[config.mk]
export PLATFORM = sky130hd
export DESIGN_NAME = ocp_ctrl
export DESIGN_NICKNAME = d
export VERILOG_FILES = /design/src/hw/rtl/ocp_pkg.sv /design/src/hw/rtl/ocp_ctrl.sv
export SDC_FILE = /design/constraint.sdc
export NUM_CORES = 1
export LEC_CHECK = 0
export ABC_AREA = 1
export BUFFER_PORTS_ARGS = -buffer_cell sky130_fd_sc_hd__clkbuf_2
export CAP_MARGIN = 10
export CORE_UTILIZATION = 50
export DETAILED_ROUTE_END_ITERATION = 10
export PLACE_DENSITY = 0.81
export SYNTH_ARGS = -nofsm -noshare
export SYNTH_HDL_FRONTEND = slang
export SYNTH_SLANG_ARGS = --single-unit
[constraint.sdc]
create_clock -name clk -period 3.6 [get_ports clk]
set_clock_uncertainty 0.05 [all_clocks]
set_input_delay 0.18 -clock clk [delete_from_list [all_inputs] [get_ports clk]]
set_output_delay 0.18 -clock clk [all_outputs]
set_load 0.1 [all_outputs]
[src/hw/rtl/ocp_pkg.sv]
package ocp_pkg;

  localparam int CordicStepsDefault = 16;
  localparam int AtanLen = 24;

  localparam int TwoPiQ12 = 25736;
  localparam int ElevMin = 410;
  localparam int ElevMax = 12458;
  localparam int ElevReset = 6434;
  localparam int RadiusMin = 41;
  localparam int RadiusMax = 16777215;
  localparam int RadiusReset = 40960;

  localparam logic signed [35:0] PiQ30 = 36'sd3373259426;
  localparam logic signed [35:0] HalfPiQ30 = 36'sd1686629713;
  localparam logic signed [35:0] GainQ30 = 36'sd652032874;

  typedef enum logic [1:0] {
    REG_FOCUS_X = 2'd0,
    REG_FOCUS_Y = 2'd1,
    REG_FOCUS_Z = 2'd2
  } reg_idx_t;

  // Datapath commands from the controller.
  typedef struct packed {
    logic load;       // apply deltas to the state
    logic cor_start;  // start CORDIC for one angle
    logic cor_sel;    // 0: elevation, 1: azimuth
    logic cor_step;   // one CORDIC iteration
    logic save_elev;  // latch sin/cos of elevation
    logic save_azim;  // latch sin/cos of azimuth
    logic [2:0] mul_op;  // product sequencing step
    logic out_load;
  } ocp_cmd_t;

  typedef struct packed {
    logic cor_done;
  } ocp_sts_t;

  function automatic logic signed [35:0] atan_q30(input int i);
    logic signed [35:0] t;
    case (i)
      0: t = 36'sd843314856;
      1: t = 36'sd497837829;
      2: t = 36'sd263043836;
      3: t = 36'sd133525158;
      4: t = 36'sd67021686;
      5: t = 36'sd33543515;
      6: t = 36'sd16775850;
      7: t = 36'sd8388437;
      8: t = 36'sd4194282;
      9: t = 36'sd2097149;
      10: t = 36'sd1048575;
      11: t = 36'sd524287;
      12: t = 36'sd262143;
      13: t = 36'sd131071;
      14: t = 36'sd65535;
      15: t = 36'sd32767;
      16: t = 36'sd16383;
      17: t = 36'sd8191;
      18: t = 36'sd4095;
      19: t = 36'sd2047;
      20: t = 36'sd1023;
      21: t = 36'sd511;
      22: t = 36'sd255;
      23: t = 36'sd127;
      default: t = '0;
    endcase
    return t;
  endfunction

endpackage

[src/hw/rtl/ocp_ctrl.sv]
module ocp_ctrl (
  input  logic clk,
  input  logic rst,
  input  logic in_fire,
  input  logic out_free,
  input  ocp_pkg::ocp_sts_t sts,
  output logic busy,
  output ocp_pkg::ocp_cmd_t cmd
);
  import ocp_pkg::*;

  typedef enum logic [7:0] {
    S_IDLE = 8'b00000001,
    S_COR0 = 8'b00000010,
    S_RUN0 = 8'b00000100,
    S_COR1 = 8'b00001000,
    S_RUN1 = 8'b00010000,
    S_MUL  = 8'b00100000,
    S_WAIT = 8'b01000000,
    S_OUT  = 8'b10000000
  } state_t;

  state_t state, state_next;
  logic [2:0] mstep, mstep_next;

  always_ff @(posedge clk) begin
    if (rst) begin
      state <= S_IDLE;
      mstep <= '0;
    end else begin
      state <= state_next;
      mstep <= mstep_next;
    end
  end

  always_comb begin
    state_next = state;
    mstep_next = mstep;
    cmd = '0;
    busy = 1'b1;
    case (state)
      S_IDLE: begin
        busy = 1'b0;
        if (in_fire) begin
          cmd.load = 1'b1;
          state_next = S_COR0;
        end
      end
      S_COR0: begin
        cmd.cor_start = 1'b1;
        state_next = S_RUN0;
      end
      S_RUN0: begin
        if (sts.cor_done) begin
          cmd.save_elev = 1'b1;
          state_next = S_COR1;
        end else begin
          cmd.cor_step = 1'b1;
        end
      end
      S_COR1: begin
        cmd.cor_start = 1'b1;
        cmd.cor_sel = 1'b1;
        state_next = S_RUN1;
      end
      S_RUN1: begin
        cmd.cor_sel = 1'b1;
        if (sts.cor_done) begin
          cmd.save_azim = 1'b1;
          mstep_next = '0;
          state_next = S_MUL;
        end else begin
          cmd.cor_step = 1'b1;
        end
      end
      S_MUL: begin
        cmd.mul_op = mstep;
        mstep_next = mstep + 3'd1;
        if (mstep == 3'd3) state_next = S_WAIT;
      end
      S_WAIT: begin
        if (out_free) state_next = S_OUT;
      end
      S_OUT: begin
        cmd.out_load = 1'b1;
        state_next = S_IDLE;
      end
      default: state_next = S_IDLE;
    endcase
  end
endmodule

==> metrics.md <==
| Metric | Value |
|---|---|
| CP Capture Point | `cmd[8]` |
| First-pass GRT wire length | `2249 µm` |
| Setup bufs post-CTS | `0` |
| Vias | `704` |
| Critical Path Start Type | `flip-flop` |
| Core area | `1350 µm²` |
| Pin count of the biggest net entering global routing | `8` |
| Initial core utilization | `0.5533` |
| WP data arrival | `1730 ps` |
| Detailed router's first-iteration violation count | `5` |
| Crit path time final | `1958 ps` |
| TritonCTS clock tree | `done` |
| Post-synth top flop | `dfxtp_1` |
| Reg-to-reg startpoint | `mstep[0]` |
| Hold Crit Class | `input port to flip-flop` |
| Synth Warn # | `0` |
| Worst-path clk slew | `70 ps` |
| Crit path max fanout | `5` |
| Crit. End Element | `output port` |
| Synthesized cell area | `747.0 µm²` |
| Die area | `1652 µm²` |
| Total track usage | `0.2043` |
| Fillers | `129` |
| FMAX | `510.6 MHz` |
| Overflow after GRT | `0` |
| Post-Syn Nets | `115` |
| # IOs | `16` |
| Hold-fix buffers, CTS | `0` |
| Post-Route WL | `1479 µm` |
| Number of remaining DRC errors | `0` |
| Flop2flop setup slack | `2210 ps` |
| Share of layout cells above drive strength 1 | `0.3858` |
| Reg2reg end | `state[2]` |
| Final Hold Viols | `0` |
| Root Buffer | `clkbuf_4` |
| Setup crit start | `state[4]` |
| Resized Gates After CTS | `0` |
| Fin cells | `142` |
| Rows | `13` |
| Die height | `40.65 µm` |
| Status | `complete, no violations` |
| Kind of critical path | `flip-flop to output port` |
| Setup TNS | `0 ps` |
| Yosys cell types | `21` |
| Worst-Skew Late Latency | `260 ps` |
| ANT cells | `0` |
| Top cell type's share of synthesized area | `0.2948` |
| Worst slew pin tran | `546.5 ps` |
| P_leak | `0.4988 nW` |
| Top post-synthesis cells by area | `dfxtp_1 (29%), nand2_4 (9.0%), nand2_1 (8.5%), inv_1 (8.0%), nor2_1 (7.0%)` |
| WL/cell | `10.42 µm` |
| Fin crit share | `0.5440` |
| Vias in the first global route | `581` |
| Synth Register Bits | `11` |
| Htree depth | `1` |
| Sink Count | `11` |
| Area grow syn2layout | `16.08%` |
| VDD IR max | `0.0006766 V` |
| Setup-failing EPs final | `0` |
| Placed Cells incl. Taps | `138` |
| NumNets Final | `135` |
| Initial antenna violation count | `0` |
| Seq/Total Area, Yosys | `0.2948` |
| Worst reg2reg path depth | `10` |
| Drt via density | `4.958` |
| Post-synth top area cell | `dfxtp_1` |
| Biggest cell delay along the critical path | `460 ps` |
| ANT nets after route | `0` |
| Critical-path cell list | `inv_2, nand2_2, nor2_4, nand4_1, nand2_1, clkbuf_2` |
| Most common cell after layout, fill and taps aside | `nand2_1` |
| Worst path required time | `3370 ps` |
| CP max stage cell | `clkbuf_2` |
| RSZ-0062 raised after global routing | `false` |
| Max-slew violation count | `0` |
| Ys async rst share | `0` |
| Final HPWL DP | `1275 µm` |
| Number of flops mapped to enable cells by yosys | `0` |
| Max_cap viols | `0` |
| Port buffer count | `15` |
| Width of the die | `40.65 µm` |
| Commonest non-fill, non-tap cells in the layout | `nand2_1 (17), inv_1 (16), clkbuf_2 (15), nor2_1 (14)` |
| TritonCTS Buffers | `3` |
| Avg Cell Area, Syn | `6.916 µm²` |
| Power Dens Cells | `714.5 nW/µm²` |
| Clock Tree Buf Depth | `2` |
| 1st-pass router iterations | `4` |
| Post-Syn Instances | `108` |
| Relative slew slack | `0.6372` |
| RD Place Congestion | `0.8574` |
-- power breakdown --
group	internal [W]	total [W]	switching (W)
Combinational	0.0000851	0.000385	0.000300
Sequential	0.000138	0.000150	0.0000116
Clock	0.0000428	0.0000844	0.0000416
-- worst max-delay path: cells and delay by family (launching register included) --
family                 cells  cell delay (ps)
buffers and inverters      2              530
DFF                        1              320
and+or+nand+nor            4              610
-- per-layer routing --
layer  routed length, µm  up-vias  global-route usage  share of wire
met5                   0        -                   0              0
met4                  16        0             0.06667          0.011
met3                  41        4             0.03804          0.028
met2                 768       13              0.3690           0.52
met1                 652      315              0.2392           0.44
li1                    -      372                   -              -
-- Yosys cell counts (2+ instances only) --
cell and instances:
a21oi_1 3, dfxtp_1 11, ha_1 2, inv_1 16
inv_2 11, nand2_1 17, nand2_2 4, nand2_4 6
nand3_2 3, nand4_1 5, nor2_1 14, nor2_2 5
nor3_1 3
-- how the worst min path moves through the flow --
stage / startpoint / end / slack, ps / cells after the start
floorplan: rst / mstep[1] / 200 / 1
global placement: out_free / state[7] / 380 / 3
detailed placement: out_free / state[7] / 370 / 3
CTS: out_free / state[7] / 90 / 3
global route: out_free / state[7] / 90 / 3
finish: out_free / state[7] / 100 / 3
-- state kept, by name, indices dropped and copies added, names as in the netlist --
name and flops:
mstep 3, state 8
-- layout make-up --
cell class                 count  area [µm²]  share of cell area
sequential                    11       220.2              0.2540
tap                           15       18.77             0.02165
clock buffer                   4       26.28             0.03030
inverter                      27       101.3              0.1169
multi-input combinational     70       425.4              0.4906
timing repair buffer          15       75.07             0.08658
-- cell families after synthesis --
group,share of synthesized area
and+or+nand+nor,0.4992
buffers and inverters,0.1357
DFF,0.2948
AOI/OAI and AO/OA,0.03684
adders and majority gates,0.03350
-- metrics by stage --
stage | worst slack (ps) | instance area [µm²] | utilization | power [W] | hold slack (ps)
2_1_floorplan | 29.22 | 747.0 | - | 0.0004856 | 199.1
3_3_place_gp | 1942 | 840.8 | 0.6228 | 0.0005298 | 379.2
3_5_place_dp | 1929 | 840.8 | 0.6228 | 0.0005364 | 375.0
4_1_cts | 1643 | 867.1 | 0.6423 | 0.0006205 | 93.99
5_1_grt | 1523 | 867.1 | 0.6423 | 0.0006510 | 90.72
6_report | 1642 | 867.1 | 0.6423 | 0.0006195 | 97.19
No activity file was read; power rests on OpenSTA's default activity.
