<file path="src/hw/rtl/ocp_pkg.sv">
package ocp_pkg;

  localparam int CordicStepsDefault = 16;
  localparam int AtanLen = 24;

  localparam int TwoPiQ12 = 25736;
  localparam int ElevMin = 410;
  localparam int ElevMax = 12458;
  localparam int ElevReset = 6434;
  localparam int RadiusMin = 41;
  localparam int RadiusMax = 16777215;
  localparam int RadiusReset = 40960;

  localparam logic signed [35:0] PiQ30 = 36'sd3373259426;
  localparam logic signed [35:0] HalfPiQ30 = 36'sd1686629713;
  localparam logic signed [35:0] GainQ30 = 36'sd652032874;

  typedef enum logic [1:0] {
    REG_FOCUS_X = 2'd0,
    REG_FOCUS_Y = 2'd1,
    REG_FOCUS_Z = 2'd2
  } reg_idx_t;

  // Datapath commands from the controller.
  typedef struct packed {
    logic load;       // apply deltas to the state
    logic cor_start;  // start CORDIC for one angle
    logic cor_sel;    // 0: elevation, 1: azimuth
    logic cor_step;   // one CORDIC iteration
    logic save_elev;  // latch sin/cos of elevation
    logic save_azim;  // latch sin/cos of azimuth
    logic [2:0] mul_op;  // product sequencing step
    logic out_load;
  } ocp_cmd_t;

  typedef struct packed {
    logic cor_done;
  } ocp_sts_t;

  function automatic logic signed [35:0] atan_q30(input int i);
    logic signed [35:0] t;
    case (i)
      0: t = 36'sd843314856;
      1: t = 36'sd497837829;
      2: t = 36'sd263043836;
      3: t = 36'sd133525158;
      4: t = 36'sd67021686;
      5: t = 36'sd33543515;
      6: t = 36'sd16775850;
      7: t = 36'sd8388437;
      8: t = 36'sd4194282;
      9: t = 36'sd2097149;
      10: t = 36'sd1048575;
      11: t = 36'sd524287;
      12: t = 36'sd262143;
      13: t = 36'sd131071;
      14: t = 36'sd65535;
      15: t = 36'sd32767;
      16: t = 36'sd16383;
      17: t = 36'sd8191;
      18: t = 36'sd4095;
      19: t = 36'sd2047;
      20: t = 36'sd1023;
      21: t = 36'sd511;
      22: t = 36'sd255;
      23: t = 36'sd127;
      default: t = '0;
    endcase
    return t;
  endfunction

endpackage

</file>
<file path="src/hw/rtl/ocp_dp.sv">
module ocp_dp #(
  parameter int CORDIC_STEPS = ocp_pkg::CordicStepsDefault
) (
  input  logic clk,
  input  logic rst,
  input  ocp_pkg::ocp_cmd_t cmd,
  output ocp_pkg::ocp_sts_t sts,
  input  logic signed [15:0] d_theta,
  input  logic signed [15:0] d_phi,
  input  logic signed [23:0] d_rho,
  input  logic signed [23:0] focus_x,
  input  logic signed [23:0] focus_y,
  input  logic signed [23:0] focus_z,
  output logic signed [25:0] pos_x,
  output logic signed [25:0] pos_y,
  output logic signed [25:0] pos_z
);
  import ocp_pkg::*;

  localparam int Steps = (CORDIC_STEPS > AtanLen) ? AtanLen : CORDIC_STEPS;
  localparam int StepW = $clog2(Steps + 1);

  logic [13:0] elevation;
  logic [14:0] azimuth;
  logic [23:0] radius;

  // State update. Azimuth sum lies in (-2T, 3T), so wrap is a few compares.
  logic signed [16:0] e_sum;
  logic signed [16:0] p_sum;
  logic signed [25:0] r_sum;
  logic [14:0] p_wrap;

  always_comb begin
    e_sum = $signed({3'b000, elevation}) + 17'(d_theta);
    if (e_sum < 17'(ElevMin)) e_sum = 17'(ElevMin);
    if (e_sum > 17'(ElevMax)) e_sum = 17'(ElevMax);
    p_sum = $signed({2'b00, azimuth}) + 17'(d_phi);
    if (p_sum > 0) begin
      if (p_sum >= 17'(2 * TwoPiQ12)) p_wrap = 15'(p_sum - 17'(2 * TwoPiQ12));
      else if (p_sum >= 17'(TwoPiQ12)) p_wrap = 15'(p_sum - 17'(TwoPiQ12));
      else p_wrap = 15'(p_sum);
    end else begin
      if (p_sum <= -17'(TwoPiQ12)) p_wrap = 15'(p_sum + 17'(2 * TwoPiQ12));
      else p_wrap = 15'(p_sum + 17'(TwoPiQ12));
    end
    r_sum = $signed({2'b00, radius}) + 26'(d_rho);
    if (r_sum < 26'(RadiusMin)) r_sum = 26'(RadiusMin);
    if (r_sum > 26'(RadiusMax)) r_sum = 26'(RadiusMax);
  end

  always_ff @(posedge clk) begin
    if (rst) begin
      elevation <= 14'(ElevReset);
      azimuth <= '0;
      radius <= 24'(RadiusReset);
    end else if (cmd.load) begin
      elevation <= e_sum[13:0];
      azimuth <= p_wrap;
      radius <= r_sum[23:0];
    end
  end

  // Shared CORDIC, one iteration a cycle.
  logic signed [35:0] cx, cy, cz;
  logic cneg;
  logic [StepW-1:0] ci;
  logic signed [35:0] z0, z1;
  logic n0, n1;
  logic signed [35:0] xs, ys;

  always_comb begin
    z0 = cmd.cor_sel ? 36'($signed({1'b0, azimuth})) <<< 18
                     : 36'($signed({1'b0, elevation})) <<< 18;
    n0 = 1'b0;
    if (z0 > HalfPiQ30) begin
      z0 = z0 - PiQ30;
      n0 = 1'b1;
    end
    z1 = z0;
    n1 = n0;
    if (z0 > HalfPiQ30) begin
      z1 = z0 - PiQ30;
      n1 = ~n0;
    end
    xs = cx >>> ci;
    ys = cy >>> ci;
  end

  assign sts.cor_done = (ci == StepW'(Steps));

  always_ff @(posedge clk) begin
    if (cmd.cor_start) begin
      cx <= GainQ30;
      cy <= '0;
      cz <= z1;
      cneg <= n1;
      ci <= '0;
    end else if (cmd.cor_step) begin
      if (!cz[35]) begin
        cx <= cx - ys;
        cy <= cy + xs;
        cz <= cz - atan_q30(int'(ci));
      end else begin
        cx <= cx + ys;
        cy <= cy - xs;
        cz <= cz + atan_q30(int'(ci));
      end
      ci <= ci + StepW'(1);
    end
  end

  function automatic logic signed [15:0] to_q15(input logic signed [35:0] v);
    logic signed [36:0] r;
    r = (37'(v) + 37'sd16384) >>> 15;
    if (r > 37'sd32767) r = 37'sd32767;
    if (r < -37'sd32768) r = -37'sd32768;
    return r[15:0];
  endfunction

  logic signed [35:0] fx, fy;
  logic signed [15:0] se, ce, sa, ca;
  always_comb begin
    fx = cneg ? -cx : cx;
    fy = cneg ? -cy : cy;
  end

  always_ff @(posedge clk) begin
    if (cmd.save_elev) begin
      se <= to_q15(fy);
      ce <= to_q15(fx);
    end
    if (cmd.save_azim) begin
      sa <= to_q15(fy);
      ca <= to_q15(fx);
    end
  end

  // One multiply per step: r*se, r*ce, rs*sa, rs*ca.
  logic signed [40:0] rs, rc, pxp, pzp;
  logic signed [24:0] ma;
  logic signed [40:0] mb;
  logic signed [15:0] mc;
  logic signed [56:0] prod;
  logic signed [40:0] pr2;

  always_comb begin
    ma = $signed({1'b0, radius});
    mc = (cmd.mul_op == 3'd0) ? se : ce;
    mb = (cmd.mul_op == 3'd2) ? rs : rs;
    prod = 57'(mb) * 57'(cmd.mul_op == 3'd2 ? sa : ca);
    pr2 = 41'(ma) * 41'(mc);
  end

  always_ff @(posedge clk) begin
    case (cmd.mul_op)
      3'd0: if (!cmd.save_azim) rs <= pr2;
      3'd1: rc <= pr2;
      3'd2: pxp <= 41'((prod + 57'sd536870912) >>> 30);
      3'd3: pzp <= 41'((-prod + 57'sd536870912) >>> 30);
      default: ;
    endcase
    if (cmd.out_load) begin
      pos_x <= 26'(41'(focus_x) + pxp);
      pos_y <= 26'(41'(focus_y) + ((rc + 41'sd16384) >>> 15));
      pos_z <= 26'(41'(focus_z) + pzp);
    end
  end
endmodule

</file>
<file path="config.mk">
export PLATFORM = sky130hd
export DESIGN_NAME = ocp_dp
export DESIGN_NICKNAME = d
export VERILOG_FILES = /design/src/hw/rtl/ocp_pkg.sv /design/src/hw/rtl/ocp_dp.sv
export SDC_FILE = /design/constraint.sdc
export NUM_CORES = 2
export LEC_CHECK = 0
export BUFFER_PORTS_ARGS = -buffer_cell sky130_fd_sc_hd__buf_2
export CORE_MARGIN = 2
export CORE_UTILIZATION = 50
export CTS_CLUSTER_DIAMETER = 50
export DETAILED_ROUTE_END_ITERATION = 8
export PLACE_DENSITY = 0.66
export SETUP_SLACK_MARGIN = 0.5
export SLEW_MARGIN = 40
export SYNTH_ARGS = -nofsm -noshare
export SYNTH_HDL_FRONTEND = slang
export SYNTH_SLANG_ARGS = --single-unit
</file>
<file path="constraint.sdc">
create_clock -name clk -period 15.8 [get_ports clk]
set_input_delay 3.16 -clock clk [delete_from_list [all_inputs] [get_ports clk]]
set_output_delay 3.16 -clock clk [all_outputs]
set_load 0.02 [all_outputs]
</file>
==> run metrics <==
status complete, no violations; first-pass GRT wire length approximately 350 mm; EDFF count, synth between 200 and 300; H-tree depth 3; asr flop ratio synth 0%; Final Hold Violating Endpoints 0; fin nets between 10000 and 15000; Hold Path Cell Cnt 2; final worst path period share approximately 87%; vias in the first global route 64714; Post-Layout Cell Count around 11000; Buf+Inv Stages, Crit Path 11; synth warn 0; Clk Tree Root Cell clkbuf_16; Area Growth Syn to Fin 6.81%; post-synthesis sequential area ratio between 15 and 20%; register-to-register setup slack 4.75 ns; clk sinks between 400 and 500; DRT antenna net count 0; Netlist cell types 109; clk slew on worst S/H paths 0.06 ns; drt pass-1 iters 7; Worst Tran Pin Value just over 0.9 ns; Overflow after GRT 0; DR WL/cell 19.5 um; WP data arrival approximately 14 ns; Post-CTS Setup Inserts 0; R2R cell count 32; top-count cell post-synth inv_1; clock latency at the later pin of the worst-skew pair approximately 0.73 ns; vias per cell 5.71; routed wire length 213 mm; top cells by count, synth inv_1, fa_1, nand2_1, ha_1, and2_1; die height ~400 um; Slew Limit Fails 0; GRT Resource Usage Total a little over a quarter; critical path's slowest cell buf_4; CTS Buf Count between 70 and 80; endpoints failing setup 0; RSZ-0062 raised after global routing false; Post-Syn Area roughly 80000 um2; largest area contributor in the netlist fa_1; Core Area 159000 um2; Post-Syn Area per Cell a little over 9 um2; Layout fillers 14223; largest cells by area after synthesis fa_1, edfxtp_1, ha_1; CTS resizes 0; #FFs+latches synth roughly 460; Crit path depth 37; highest net fanout along the worst path 41; sum of negative setup slack 0 ns; max_cap viols 0; Hold-fix buffers, CTS 0; gpl congestion 0.960; DRC 0; worst path required time between 15 and 20 ns; via count 62478; Worst slew margin 37.9%; initial DRC count between 4000 and 5000; clk buf depth 3; fmax 72.7 MHz; share of layout cells above drive strength 1 just over 8%; crit end category register; die width just over 400 um; Final Skew approximately 0.073 ns; placed wire-length estimate between 150 and 200 mm; CTS tree done; largest net degree at the start of global routing 83; Inst Count DP ~11000; Post-Syn Nets about 11000; post-layout util between 50% and 60%; Starting Density 50.5%; initial antenna violation count 5; Worst Hold Class reg2reg; Mapped Cells 8840; PortBufs around 220; cell family with most CP delay adder cells; CP startpoint kind input pin; Min Clock Period, post-route 13.76 ns; CP peak stage delay 0.63 ns; top-area cell type share of the netlist area 28.0%; critical path type in2reg; DIE AREA approximately 160000 um2; row cnt 146; # IOs approximately 220; Synth Flop Type edfxtp_1
worst min-delay path: cells and delay by family, from the launching register on:
kind	cells	cell delay, ns
and+or+nand+nor	1	0.06
DFF	1	0.33
AOI/OAI and AO/OA	1	0.05
layout make-up:
cell class	count	area, um2	share of cell area, %
Clock inverter	62	803	0.938
Tap cell	2072	2590	3.03
Timing Repair Buffer	273	1520	1.78
Multi-Input combinational cell	6576	61200	71.5
Clock buffer	79	1920	2.25
Inverter	1422	5340	6.24
Antenna cell	3	7.51	0.00877
Sequential cell	459	12200	14.3
cell families after synthesis:
group / after synthesis / share of synthesized area, %
buffers and inverters: 1805 / 8.61
muxes: 252 / 4.98
AOI/OAI and AO/OA: 1364 / 11.1
and+or+nand+nor: 2694 / 16.7
adders and majority gates: 1731 / 37.5
xor gates and xnor gates: 535 / 5.85
DFF: 459 / 15.2
placed cells by master (no fill, tap or decap), drive strengths merged, types with 60 or more instances in the layout:
master / Yosys / routed
a211oi: 60 / 60
a21o: 121 / 121
a21oi: 409 / 409
and2: 504 / 504
and3: 69 / 69
buf: 68 / 273
clkbuf: 315 / 79
dfxtp: 160 / 160
edfxtp: 299 / 299
fa: 1121 / 1121
ha: 609 / 609
inv: 1417 / 1437
mux2: 62 / 62
mux2i: 82 / 82
mux4: 108 / 108
nand2: 876 / 876
nand3: 116 / 116
nor2: 499 / 499
nor2b: 136 / 136
nor3: 145 / 145
o21a: 60 / 60
o21ai: 261 / 261
or2: 67 / 67
xnor2: 369 / 369
xor2: 166 / 166
layer usage:
metal | vias up | track usage (%) | share of wire, %
met5 | - | 0 | 0
met4 | 0 | 6.49 | 2.3
met3 | 304 | 4.73 | 7.9
met2 | 2258 | 42.3 | 45
met1 | 30921 | 37.3 | 45
li1 | 28995 | - | -
through the flow:
step / worst slack, ns / cell area, um2 / hold slack [ns]
after global placement: 1.50 / 82700 / 0.481
after floorplan: 2.02 / 80100 / 0.446
after detailed placement: 1.21 / 82800 / 0.494
after global routing: 1.35 / 85600 / 0.531
final: 2.04 / 85600 / 0.494
after CTS: 1.97 / 85500 / 0.502
path summary, 6_finish.rpt:
kind | start | end
worst max-delay path | cmd[1] | pzp[19]$_DFFE_PN_
worst max register to register | ca[15]$_SDFFCE_PP1P_ | pzp[25]$_DFFE_PN_
worst min-delay path | elevation[2]$_SDFFE_PP0P_ | elevation[2]$_SDFFE_PP0P_
worst min register to register | elevation[2]$_SDFFE_PP0P_ | elevation[2]$_SDFFE_PP0P_
registers in the layout (all words and copies together), names as in the netlist, 26 cells and up, named ones only:
name	cells
rc	27
mb	41
pzp	26
pos_y	26
cx	36
pxp	26
cy	36
cz	36
pos_x	26
pos_z	26
Power is left out: the tool's default activity adds up to more than one toggle a clock period on the data nets, which glitch-free logic cannot reach.
